**src/rtl/hsk_queue.sv**
```systemverilog
// ---------------------------------------------------------------------------
// HyperLogLog sketch command queue
// Two-entry queue that decouples the hashing front from the register back.
// ---------------------------------------------------------------------------
`default_nettype none

module hsk_queue #(
   parameter int WIDTH = 8
) (
   input  wire logic             clock,
   input  wire logic             reset,
   input  wire logic             push,
   input  wire logic [WIDTH-1:0] wdata,
   input  wire logic             pop,
   output logic      [WIDTH-1:0] rdata,
   output logic                  full,
   output logic                  empty
);

   logic [WIDTH-1:0] mem_ff [2];
   logic             wr_ptr_ff, rd_ptr_ff;
   logic [1:0]       count_ff, count_in;

   assign full  = (count_ff == 2'd2);
   assign empty = (count_ff == 2'd0);
   assign rdata = mem_ff[rd_ptr_ff];

   always_comb begin
      count_in = count_ff;
      if (push && !pop) begin
         count_in = count_ff + 2'd1;
      end else if (pop && !push) begin
         count_in = count_ff - 2'd1;
      end
   end

   always_ff @(posedge clock) begin
      if (reset) begin
         wr_ptr_ff <= 1'b0;
         rd_ptr_ff <= 1'b0;
         count_ff  <= 2'd0;
      end else begin
         if (push) begin
            wr_ptr_ff <= ~wr_ptr_ff;
         end
         if (pop) begin
            rd_ptr_ff <= ~rd_ptr_ff;
         end
         count_ff <= count_in;
      end
      if (push) begin
         mem_ff[wr_ptr_ff] <= wdata;
      end
   end

endmodule

`default_nettype wire

```
**config.mk**
```make
export PLATFORM = sky130hd
export DESIGN_NAME = hsk_queue
export DESIGN_NICKNAME = d
export VERILOG_FILES = /design/src/rtl/hsk_queue.sv
export SDC_FILE = /design/constraint.sdc
export NUM_CORES = 1
export LEC_CHECK = 0
export BUFFER_PORTS_ARGS = -buffer_cell sky130_fd_sc_hd__clkbuf_2
export CAP_MARGIN = 15
export CORE_MARGIN = 10
export CORE_UTILIZATION = 56
export CTS_BUF_LIST = sky130_fd_sc_hd__clkbuf_8
export DETAILED_ROUTE_END_ITERATION = 10
export PLACE_DENSITY = 0.93
export SETUP_SLACK_MARGIN = 0.02
export SYNTH_ARGS = -nofsm -noshare
export SYNTH_HDL_FRONTEND = slang
export SYNTH_SLANG_ARGS = --single-unit
```
**constraint.sdc**
```tcl
create_clock -name clock -period 4.05 [get_ports clock]
set_clock_uncertainty 0.2 [all_clocks]
set_input_delay 0.81 -clock clock [delete_from_list [all_inputs] [get_ports clock]]
set_output_delay 0.81 -clock clock [all_outputs]
set_load 0.02 [all_outputs]
```
==> results.yml <==
routing:
  avgViaCountPerCell: 4.988
  wl_met1_um: 534
  vias: 429
  dr_wl_met3_um: 113
  route.detailed.drc: 0
  drtIter0Drc: 6
  met2WireLength_um: 597
  wl_per_cell_um: 14.65
  routed_wl_um: 1260
  top_layer: "met4"
  dr.pass1.iters: 3
  ant_nets: 0
die:
  rows: 13
  die_height_um: 57.40
  core_mm2: 0.001318
  die-area_mm2: 0.003295
  fp.dieW_um: 57.40
  ioPinCount: 22
  start_util_pct: 59.45
timing:
  period_minus_slack_ns: 2.319
  final-setup-viol-count: 0
  slew_violations: 0
  finalCritPeriodShare_pct: 57.25
  hold_violations: 0
  max_freq_mhz: 431.3
  fin_setup_tns_ns: 0
  tightest_slew_ns: 0.7040
  max_slew_margin_pct: 52.97
  rsz0062_at_grt: "no"
setup_path:
  start_kind: "flop"
  slowest_delay_ns: 0.52
  path_class: "flop to primary output"
  worstSetupEndpointType: "primary output"
  cp_slowest_cell: "dfxtp_1"
  cp.arrival_ns: 1.31
  cp_top_family: "flip-flops"
  r2r_start: "wr_ptr_ff$_SDFFE_PP0P_"
  path_max_fanout: 8
  crit_required_ns: 3.04
  path_depth: 2
  r2r_setup_slack_ns: 2.59
  cp-endpoint: "rdata[6]"
  crit_buf_inv: 1
  r2r-end: "mem_ff[0][2]$_DFFE_PP_"
  cp_cell_sequence: "mux2_2 > clkbuf_2"
  worstRegToRegCells: 1
clock_network:
  clkLatencyLatePin_ns: 0.25
  post-cts-setup-buffer-count: 0
  tritoncts: "done"
  cts_htree_levels: 1
  hold_buffers: 0
  cts_buffer_depth: 2
  root_buffer: "clkbuf_8"
  path_clk_slew_ns: 0.07
  clock-sinks: 21
  post_cts_resized: 0
  cts_made_buffers: 3
placement:
  postPlaceCellArea_um2: 902.1
  portBuffers: 21
  gp_congestion: 0.6478
  dp_hpwl_um: 1024
final_layout:
  nets: 85
  drive_gt1_share_pct: 46.48
  regArea_um2: 580.6
  multiInputGateArea_um2: 193.9
  layout.cells.most_common_list: "21 x clkbuf_2, 16 x edfxtp_1, 8 x mux2_2, 5 x nor2_1, 5 x dfxtp_1"
  syn2layout_area_growth_pct: 20.93
  design_area_um2: 947.2
  fillers: 90
  layout_commonest_cell: "clkbuf_2"
  antenna_cells: 0
grt:
  grt_use_total_pct: 8.296
  grt_pass1_wl_um: 2118
  antenna_found_initial: 0
  grt_overflow: 0
  grt_max_degree: 12
  grt_pass1_vias: 458
pwr:
  p_leak_nw: 0.3885
  powerDensity_mw_per_mm2: 474.7
  irDropWorstVdd_v: 0.0002977
  p_total_uw: 449.6
worst_hold_path:
  holdCritPathClass: "flop to flop"
run:
  max-cap-violations: 0
yosys:
  post_synth.cell_area_avg_um2: 16.66
  yosysWarnings: 0
  ys_seq_area_share_pct: 74.12
  synth_nets: 60
  ys_ff_latch: 21
  yosysUniqueCellTypes: 15
  synth_cells: 47
  syn_area_um2: 783.3
status:
  status: "finished, final reports clean"
[worst min-delay path by stage]
stage	depth (start not counted)	start	slack [ns]	endpoint
finish	2	count_ff[1]$_SDFFE_PP0P_	0.31	count_ff[1]$_SDFFE_PP0P_
global route	2	count_ff[1]$_SDFFE_PP0P_	0.36	count_ff[1]$_SDFFE_PP0P_
CTS	2	count_ff[1]$_SDFFE_PP0P_	0.31	count_ff[1]$_SDFFE_PP0P_
detailed placement	2	count_ff[1]$_SDFFE_PP0P_	0.30	count_ff[1]$_SDFFE_PP0P_
global placement	2	count_ff[1]$_SDFFE_PP0P_	0.28	count_ff[1]$_SDFFE_PP0P_
floorplan	2	count_ff[1]$_SDFFE_PP0P_	0.26	count_ff[1]$_SDFFE_PP0P_
[state kept, by name, summed over array words and instances (netlist names), named ones only]
signal	flops
wr_ptr_ff	1
rd_ptr_ff	1
mem_ff	16
count_ff	2
[synth_stat cells]
| master | n | area share, % |
|---|---|---|
| xor2_1 | 2 | 2.2 |
| ha_1 | 1 | 1.6 |
| xnor2_1 | 2 | 2.2 |
| a21oi_1 | 1 | 0.64 |
| nor2_1 | 5 | 2.4 |
| mux2_2 | 8 | 12 |
| o21ai_0 | 1 | 0.64 |
| inv_1 | 1 | 0.48 |
| dfxtp_1 | 5 | 13 |
| and2_1 | 1 | 0.80 |
| nor2b_1 | 1 | 0.80 |
| and2b_2 | 1 | 1.1 |
| edfxtp_1 | 16 | 61 |
| or3_1 | 1 | 0.80 |
| buf_2 | 1 | 0.64 |
[report_power, final]
group	switching, mW	internal [mW]
Clock	0.0581	0.0672
Combinational	0.0369	0.0294
Sequential	0.00901	0.249
[cell type report]
class / count / area share, %
clock buffer: 3 / 4.359
clock inverter: 1 / 0.3963
multi-input combinational: 24 / 20.48
tap: 15 / 1.982
inverter: 1 / 0.3963
sequential: 21 / 61.29
timing repair buffer: 21 / 11.10
[layer usage]
metal,track usage (%),vias up
met3,4.646,2
met4,4.027,0
li1,-,217
met5,0,-
met2,13.04,14
met1,8.758,196
[through the flow]
stage	std cells	hold slack (ns)	util [%]	setup WS, ns
after floorplan	47	0.2614	-	2.187
after global placement	82	0.2785	68.47	1.965
after detailed placement	82	0.3026	68.47	1.923
after CTS	86	0.3128	71.89	1.703
after global routing	86	0.3617	71.89	1.663
final	86	0.3053	71.89	1.731
[cells by family after synthesis]
logic type	share of synthesized area (%)
AND/OR/NAND/NOR	5.913
buffers and inverters	1.117
adder cells (fa/ha/maj)	1.597
AO/OA/AOI/OAI	1.277
flip-flops	74.12
XOR/XNOR	4.474
multiplexers	11.50
Note: power is estimated with default switching activity, not from simulation.
