[config.mk]
export PLATFORM = sky130hd
export DESIGN_NAME = hsk_front
export DESIGN_NICKNAME = d
export VERILOG_FILES = /design/src/rtl/hsk_pkg.sv /design/src/rtl/hsk_front.sv
export SDC_FILE = /design/constraint.sdc
export NUM_CORES = 2
export LEC_CHECK = 0
export BUFFER_PORTS_ARGS = -buffer_cell sky130_fd_sc_hd__buf_4
export CORE_ASPECT_RATIO = 1.1
export CORE_MARGIN = 2
export CORE_UTILIZATION = 70
export CTS_CLUSTER_DIAMETER = 60
export CTS_CLUSTER_SIZE = 16
export DETAILED_ROUTE_END_ITERATION = 10
export PLACE_DENSITY_LB_ADDON = 0.3
export SLEW_MARGIN = 10
export SYNTH_ARGS = -nofsm -noshare
export SYNTH_HDL_FRONTEND = slang
export SYNTH_SLANG_ARGS = --single-unit
[constraint.sdc]
create_clock -name clock -period 28.5 [get_ports clock]
set_input_delay 4.275 -clock clock [delete_from_list [all_inputs] [get_ports clock]]
set_output_delay 4.275 -clock clock [all_outputs]
set_load 0.1 [all_outputs]
[src/rtl/hsk_pkg.sv]
// ---------------------------------------------------------------------------
// HyperLogLog sketch package
// Constants, codes and the command type shared by the sketch modules.
// ---------------------------------------------------------------------------
`default_nettype none

package hsk_pkg;

   localparam int INDEX_BITS_DEFAULT      = 14;
   localparam int KEY_LENGTH_BITS_DEFAULT = 16;
   localparam int MAX_INDEX_BITS          = 16;
   localparam int RANK_BITS               = 5;
   localparam int EST_BITS                = 40;

   localparam logic [31:0] MM_SEED = 32'h1BAD_B002;
   localparam logic [31:0] MM_MUL  = 32'h5BD1_E995;

   localparam logic FUNC_ADD   = 1'b0;
   localparam logic FUNC_COUNT = 1'b1;

   localparam logic KIND_ADD   = 1'b0;
   localparam logic KIND_COUNT = 1'b1;

   typedef struct packed {
      logic                      kind;
      logic [MAX_INDEX_BITS-1:0] index;
      logic [RANK_BITS-1:0]      rank;
   } cmd_type;

endpackage

`default_nettype wire

[src/rtl/hsk_front.sv]
// ---------------------------------------------------------------------------
// HyperLogLog sketch front end
// Accepts transactions, runs the MurmurHash2 mixing and queues commands.
// ---------------------------------------------------------------------------
`default_nettype none

module hsk_front #(
   parameter int INDEX_BITS      = hsk_pkg::INDEX_BITS_DEFAULT,
   parameter int KEY_LENGTH_BITS = hsk_pkg::KEY_LENGTH_BITS_DEFAULT
) (
   input  wire logic             clock,
   input  wire logic             reset,
   input  wire logic             req_valid,
   output logic                  req_stall,
   input  wire logic             req_func,
   input  wire logic [31:0]      req_key_word,
   input  wire logic [15:0]      req_key_length,
   input  wire logic             req_last_word,
   input  wire logic             clearing,
   input  wire logic             q_full,
   output logic                  q_push,
   output hsk_pkg::cmd_type      q_cmd
);

   localparam int KLB = KEY_LENGTH_BITS;

   typedef enum logic [1:0] {F_IDLE, F_MIX, F_FIN1, F_FIN2} state_type;

   state_type      state_ff, state_in;
   logic [31:0]    h_ff, h_in;
   logic [31:0]    kmul_ff, kmul_in, hmul_ff, hmul_in, fmul_ff, fmul_in;
   logic [KLB-1:0] consumed_ff, consumed_in, total_ff, total_in;
   logic           inprog_ff, inprog_in, last_ff, last_in;

   logic           accept;
   logic [KLB+15:0] klen_ext;
   logic [KLB+31:0] total_ext;
   logic [KLB-1:0] total_cur, cons_cur, rem;
   logic [31:0]    h_cur, tail_mask, kmix, h2;

   function automatic logic [hsk_pkg::RANK_BITS-1:0] rank_of(input logic [31:0] h);
      logic [hsk_pkg::RANK_BITS-1:0] r;
      r = hsk_pkg::RANK_BITS'(33 - INDEX_BITS);
      for (int i = INDEX_BITS; i < 32; i++) begin
         if (h[i]) begin
            r = hsk_pkg::RANK_BITS'(32 - i);
         end
      end
      return r;
   endfunction

   assign req_stall = (state_ff != F_IDLE) || q_full || clearing;
   assign accept    = req_valid && !req_stall;
   assign klen_ext  = {{KLB{1'b0}}, req_key_length};
   assign total_cur = inprog_ff ? total_ff : klen_ext[KLB-1:0];
   assign cons_cur  = inprog_ff ? consumed_ff : '0;
   assign total_ext = {32'd0, total_cur};
   assign h_cur     = inprog_ff ? h_ff : (hsk_pkg::MM_SEED ^ total_ext[31:0]);
   assign rem       = total_cur - cons_cur;
   assign kmix      = kmul_ff ^ (kmul_ff >> 24);
   assign h2        = fmul_ff ^ (fmul_ff >> 15);

   always_comb begin
      case (rem[1:0])
         2'd1:    tail_mask = 32'h0000_00FF;
         2'd2:    tail_mask = 32'h0000_FFFF;
         2'd3:    tail_mask = 32'h00FF_FFFF;
         default: tail_mask = 32'h0000_0000;
      endcase
   end

   always_comb begin
      state_in    = state_ff;
      h_in        = h_ff;
      kmul_in     = kmul_ff;
      hmul_in     = hmul_ff;
      fmul_in     = fmul_ff;
      consumed_in = consumed_ff;
      total_in    = total_ff;
      inprog_in   = inprog_ff;
      last_in     = last_ff;
      q_push      = 1'b0;
      q_cmd       = '0;
      case (state_ff)
         F_IDLE: begin
            if (accept && req_func == hsk_pkg::FUNC_COUNT) begin
               q_push     = 1'b1;
               q_cmd.kind = hsk_pkg::KIND_COUNT;
            end else if (accept) begin
               total_in  = total_cur;
               inprog_in = !req_last_word;
               last_in   = req_last_word;
               if (rem >= KLB'(4)) begin
                  kmul_in     = req_key_word * hsk_pkg::MM_MUL;
                  hmul_in     = h_cur * hsk_pkg::MM_MUL;
                  consumed_in = cons_cur + KLB'(4);
                  state_in    = F_MIX;
               end else begin
                  if (rem != '0) begin
                     h_in        = (h_cur ^ (req_key_word & tail_mask)) * hsk_pkg::MM_MUL;
                     consumed_in = total_cur;
                  end else begin
                     h_in        = h_cur;
                     consumed_in = cons_cur;
                  end
                  state_in = req_last_word ? F_FIN1 : F_IDLE;
               end
            end
         end
         F_MIX: begin
            h_in     = hmul_ff ^ (kmix * hsk_pkg::MM_MUL);
            state_in = last_ff ? F_FIN1 : F_IDLE;
         end
         F_FIN1: begin
            fmul_in  = (h_ff ^ (h_ff >> 13)) * hsk_pkg::MM_MUL;
            state_in = F_FIN2;
         end
         F_FIN2: begin
            if (!q_full) begin
               q_push                     = 1'b1;
               q_cmd.kind                 = hsk_pkg::KIND_ADD;
               q_cmd.index[INDEX_BITS-1:0] = h2[INDEX_BITS-1:0];
               q_cmd.rank                 = rank_of(h2);
               state_in                   = F_IDLE;
            end
         end
         default: state_in = F_IDLE;
      endcase
   end

   always_ff @(posedge clock) begin
      if (reset) begin
         state_ff    <= F_IDLE;
         h_ff        <= '0;
         consumed_ff <= '0;
         total_ff    <= '0;
         inprog_ff   <= 1'b0;
      end else begin
         state_ff    <= state_in;
         h_ff        <= h_in;
         consumed_ff <= consumed_in;
         total_ff    <= total_in;
         inprog_ff   <= inprog_in;
      end
      kmul_ff <= kmul_in;
      hmul_ff <= hmul_in;
      fmul_ff <= fmul_in;
      last_ff <= last_in;
   end

endmodule

`default_nettype wire

==> flow_summary.html <==
<table>
<tr><th>Metric</th><th>Value</th></tr>
<tr><th colspan="2">Outcome</th></tr>
<tr><td>Run status</td><td>finished clean</td></tr>
<tr><th colspan="2">Placement</th></tr>
<tr><td>Port bufs</td><td>76</td></tr>
<tr><td>Last weighted congestion value of the routability-driven placer</td><td>0.972</td></tr>
<tr><td>Sum of net half-perimeters after detailed placement</td><td>roughly 120,000 um</td></tr>
<tr><th colspan="2">Global route</th></tr>
<tr><td>Global Route Usage Sum</td><td>between 30% and 40%</td></tr>
<tr><td>Number of global-route vias before repair</td><td>40,800</td></tr>
<tr><td>Global-route wire length before repair</td><td>220,000 um</td></tr>
<tr><td>Pin count of the biggest net entering global routing</td><td>66</td></tr>
<tr><td>Remaining global-route overflow</td><td>0</td></tr>
<tr><td>Number of antenna violations at the first check in global routing</td><td>2</td></tr>
<tr><th colspan="2">CTS</th></tr>
<tr><td>Hold-fix buffer count after cts</td><td>0</td></tr>
<tr><td>Cts bufs inserted</td><td>17</td></tr>
<tr><td>TritonCTS clock tree</td><td>yes</td></tr>
<tr><td>Number of buffers between clock root and the deepest sink</td><td>2</td></tr>
<tr><td>Clk sinks</td><td>164</td></tr>
<tr><td>Clock latency at the later pin of the worst-skew pair</td><td>480 ps</td></tr>
<tr><td>Clock slew seen by the registers of the worst setup and hold paths</td><td>about 70 ps</td></tr>
<tr><td>Clock H-tree levels</td><td>4</td></tr>
<tr><td>Post-CTS setup buffer count</td><td>0</td></tr>
<tr><td>Number of instances resized during post-cts repair</td><td>0</td></tr>
<tr><td>Clock tree root buffer cell</td><td>clkbuf_16</td></tr>
<tr><th colspan="2">Worst hold path</th></tr>
<tr><td>Worst min path class</td><td>register to register</td></tr>
<tr><td>Beginning of the worst hold path</td><td>consumed_ff[0]$_SDFFE_PP0P_</td></tr>
<tr><td>Number of instances on the worst hold path</td><td>2</td></tr>
<tr><th colspan="2">STA</th></tr>
<tr><td>Maximum frequency from static timing analysis</td><td>roughly 75 MHz</td></tr>
<tr><td>Largest clock skew in the final design</td><td>between 15 and 20 ps</td></tr>
<tr><td>Smallest hold slack</td><td>between 400 and 500 ps</td></tr>
<tr><td>Final Max Tran Viols</td><td>0</td></tr>
<tr><td>Final count of hold timing violations</td><td>0</td></tr>
<tr><td>Min Tclk post-route</td><td>between 10,000 and 15,000 ps</td></tr>
<tr><td>Share of the clock period used by the worst path</td><td>between 40 and 50%</td></tr>
<tr><td>Sum of negative setup slack</td><td>0 ps</td></tr>
<tr><td>Transition at the pin with the smallest max-transition slack</td><td>around 1100 ps</td></tr>
<tr><td>Worst max-slew margin expressed relative to the limit</td><td>a little over a quarter</td></tr>
<tr><td>Unrepaired setup endpoints after global routing</td><td>no</td></tr>
<tr><td>Setup Viol. Count Final</td><td>0</td></tr>
<tr><th colspan="2">Job</th></tr>
<tr><td>Max cap viols</td><td>0</td></tr>
<tr><th colspan="2">Logic synthesis</th></tr>
<tr><td>Synthesis-stage register bit count</td><td>between 150 and 200</td></tr>
<tr><td>Number of synthesized flops with an enable pin</td><td>between 90 and 100</td></tr>
<tr><td>Number of instances in the synthesized netlist</td><td>5,412</td></tr>
<tr><td>Number of synthesis warnings</td><td>0</td></tr>
<tr><td>Share of async-settable or async-resettable flops after synthesis</td><td>0%</td></tr>
<tr><td>Syn_area_per_cell</td><td>between 9 and 10 um^2</td></tr>
<tr><td>Count of different cell masters after synthesis</td><td>83</td></tr>
<tr><td>Synthesized area</td><td>approximately 53,000 um^2</td></tr>
<tr><td>Primary FF master, synth</td><td>edfxtp_1</td></tr>
<tr><td>Fraction of the yosys area taken by sequential cells</td><td>just over 8%</td></tr>
<tr><th colspan="2">Layout</th></tr>
<tr><td>Layout cells sized above 1</td><td>under 10%</td></tr>
<tr><td>Highest-count cells in the layout ignoring fill and taps</td><td>inv_1 (1,645), ha_1 (1,089), fa_1 (896)</td></tr>
<tr><td>Area Growth Syn to Fin</td><td>5.00%</td></tr>
<tr><td>Net total in the final layout</td><td>~7,600</td></tr>
<tr><td>Number of antenna diodes</td><td>0</td></tr>
<tr><td>Most frequent standard cell in the layout excluding fill and tap cells</td><td>inv_1</td></tr>
<tr><th colspan="2">Routing</th></tr>
<tr><td>Routed vias</td><td>between 30,000 and 40,000</td></tr>
<tr><td>Number of nets with antenna violations after routing</td><td>0</td></tr>
<tr><td>Vias per Instance</td><td>between 5 and 6</td></tr>
<tr><td>1st-pass router iterations</td><td>5</td></tr>
<tr><td>DRT iter0 DRCs</td><td>roughly 2,900</td></tr>
<tr><td>Routed wire per std cell</td><td>about 21 um</td></tr>
<tr><td>Post-Route WL</td><td>between 100,000 and 150,000 um</td></tr>
<tr><td>Number of DRC violations after detailed routing</td><td>0</td></tr>
<tr><th colspan="2">Setup path</th></tr>
<tr><td>Library cell appearing most often on the critical path</td><td>ha_1</td></tr>
<tr><td>Cell depth of the worst setup path</td><td>33</td></tr>
<tr><td>Critical path launch point type</td><td>primary input</td></tr>
<tr><td>Start point of the critical path</td><td>req_key_length[0]</td></tr>
<tr><td>Endpoint kind of the worst setup timing path</td><td>register</td></tr>
<tr><td>Buffers plus inverters on the worst setup path</td><td>6</td></tr>
<tr><td>Endpoint required time on the critical path</td><td>around 29,000 ps</td></tr>
<tr><td>Maximum fanout count along the critical path</td><td>29</td></tr>
<tr><td>Launch instance of the worst register-to-register path</td><td>inprog_ff$_SDFFE_PP0P_</td></tr>
<tr><td>CP peak stage delay</td><td>about 800 ps</td></tr>
<tr><td>Kind of critical path</td><td>primary input to register</td></tr>
<tr><td>Slowest library cell on the worst path</td><td>fa_1</td></tr>
<tr><td>Arr. time, crit path</td><td>13,710 ps</td></tr>
<tr><td>Kind of cell with the highest combined delay on the critical path</td><td>adder cells</td></tr>
<tr><td>Cell count of the worst reg-to-reg path</td><td>32</td></tr>
<tr><th colspan="2">Floorplan</th></tr>
<tr><td>Total die area</td><td>a little under 80,000 um^2</td></tr>
<tr><td>Core outline area</td><td>approximately 74,000 um^2</td></tr>
<tr><td>Number of rows in the core area</td><td>105</td></tr>
<tr><td>Die extent in y</td><td>between 200 and 300 um</td></tr>
<tr><td>Initial core utilization</td><td>a little over two thirds</td></tr>
<tr><td>Die Span X</td><td>265 um</td></tr>
<tr><td>Top-level I/O count</td><td>between 70 and 80</td></tr>
</table>
-- worst min-delay path: cells and delay by family, from the launching register on --
kind               cells  cell delay, ps
AOI/OAI and AO/OA      1              50
DFF                    1             310
and+or+nand+nor        1              50
-- stage by stage --
step                worst slack, ps  area (um^2)  instances  utilization (%)
floorplan                     16040        52500       5413                -
global route                  14450        55100       6492             74.0
finish                        15130        55100       6492             74.0
global placement              14840        54500       6460             73.2
CTS                           15170        55100       6492             74.0
detailed placement            14720        54500       6460             73.2
-- layer usage --
metal,global-route usage [%],share of wire (%),vias to the layer above
li1,-,-,17000
met1,44.8,37,18500
met2,62.8,48,1481
met3,6.61,7.4,528
met4,23.6,7.5,4
met5,0,0.015,-
-- synth_stat cells (all sizes together), types with 5 or more instances --
| library cell | instances | area (um^2) |
|---|---|---|
| mux2i | 27 | 270 |
| nor2b | 25 | 164 |
| o21a | 33 | 248 |
| clkbuf | 36 | 135 |
| nand4 | 5 | 31.3 |
| edfxtp | 97 | 2910 |
| and3 | 13 | 81.3 |
| o31ai | 13 | 97.6 |
| a21o | 39 | 293 |
| a211o | 8 | 70.1 |
| mux2 | 16 | 180 |
| o22ai | 9 | 56.3 |
| a21oi | 143 | 716 |
| nand3b | 9 | 67.6 |
| xnor2 | 298 | 2610 |
| a211oi | 31 | 248 |
| or3 | 15 | 93.8 |
| xor2 | 105 | 920 |
| buf | 24 | 158 |
| nand2b | 20 | 125 |
| o21ai | 103 | 515 |
| inv | 1645 | 6170 |
| dfxtp | 67 | 1340 |
| nor3 | 51 | 267 |
| nand3 | 36 | 180 |
| and2 | 32 | 200 |
| o21bai | 18 | 135 |
| o211ai | 30 | 225 |
| a31oi | 10 | 62.6 |
| or2 | 17 | 106 |
| a221oi | 9 | 91.3 |
| a2111oi | 5 | 63.8 |
| ha | 1090 | 13600 |
| nor2 | 184 | 693 |
| a22oi | 10 | 75.1 |
| nand2 | 160 | 601 |
| a21boi | 9 | 67.6 |
| fa | 896 | 17900 |
| nor4 | 8 | 50.1 |
-- area by class of cell --
class	count	area, um^2
multi-input combinational	3544	41800
fill	5227	19400
inverter	1645	6170
sequential	164	4260
tap	963	1200
timing repair buffer	144	1080
clock buffer	18	450
clock inverter	14	153
-- logic make-up after synthesis --
family	synth area share (%)
AO/OA/AOI/OAI	6.54
XOR/XNOR	6.72
adder cells (fa/ha/maj)	60.1
buffers and inverters	12.3
flip-flops	8.10
multiplexers	0.858
other	0.00714
AND/OR/NAND/NOR	5.33
-- path summary, 6_finish.rpt --
kind,slack [ps],end
setup reg to reg,18130,h_ff[29]$_SDFFE_PP0P_
hold / removal,460,consumed_ff[0]$_SDFFE_PP0P_
setup / recovery,15130,h_ff[29]$_SDFFE_PP0P_
hold reg to reg,460,consumed_ff[0]$_SDFFE_PP0P_
-- sequential cells by signal, indices dropped and copies added, names as in the netlist --
name / count
consumed_ff: 16
fmul_ff: 32
h_ff: 32
hmul_ff: 32
inprog_ff: 1
kmul_ff: 32
last_ff: 1
state_ff: 2
total_ff: 16
Power is left out: the tool's default activity adds up to more than one toggle a clock period on the data nets, which glitch-free logic cannot reach.
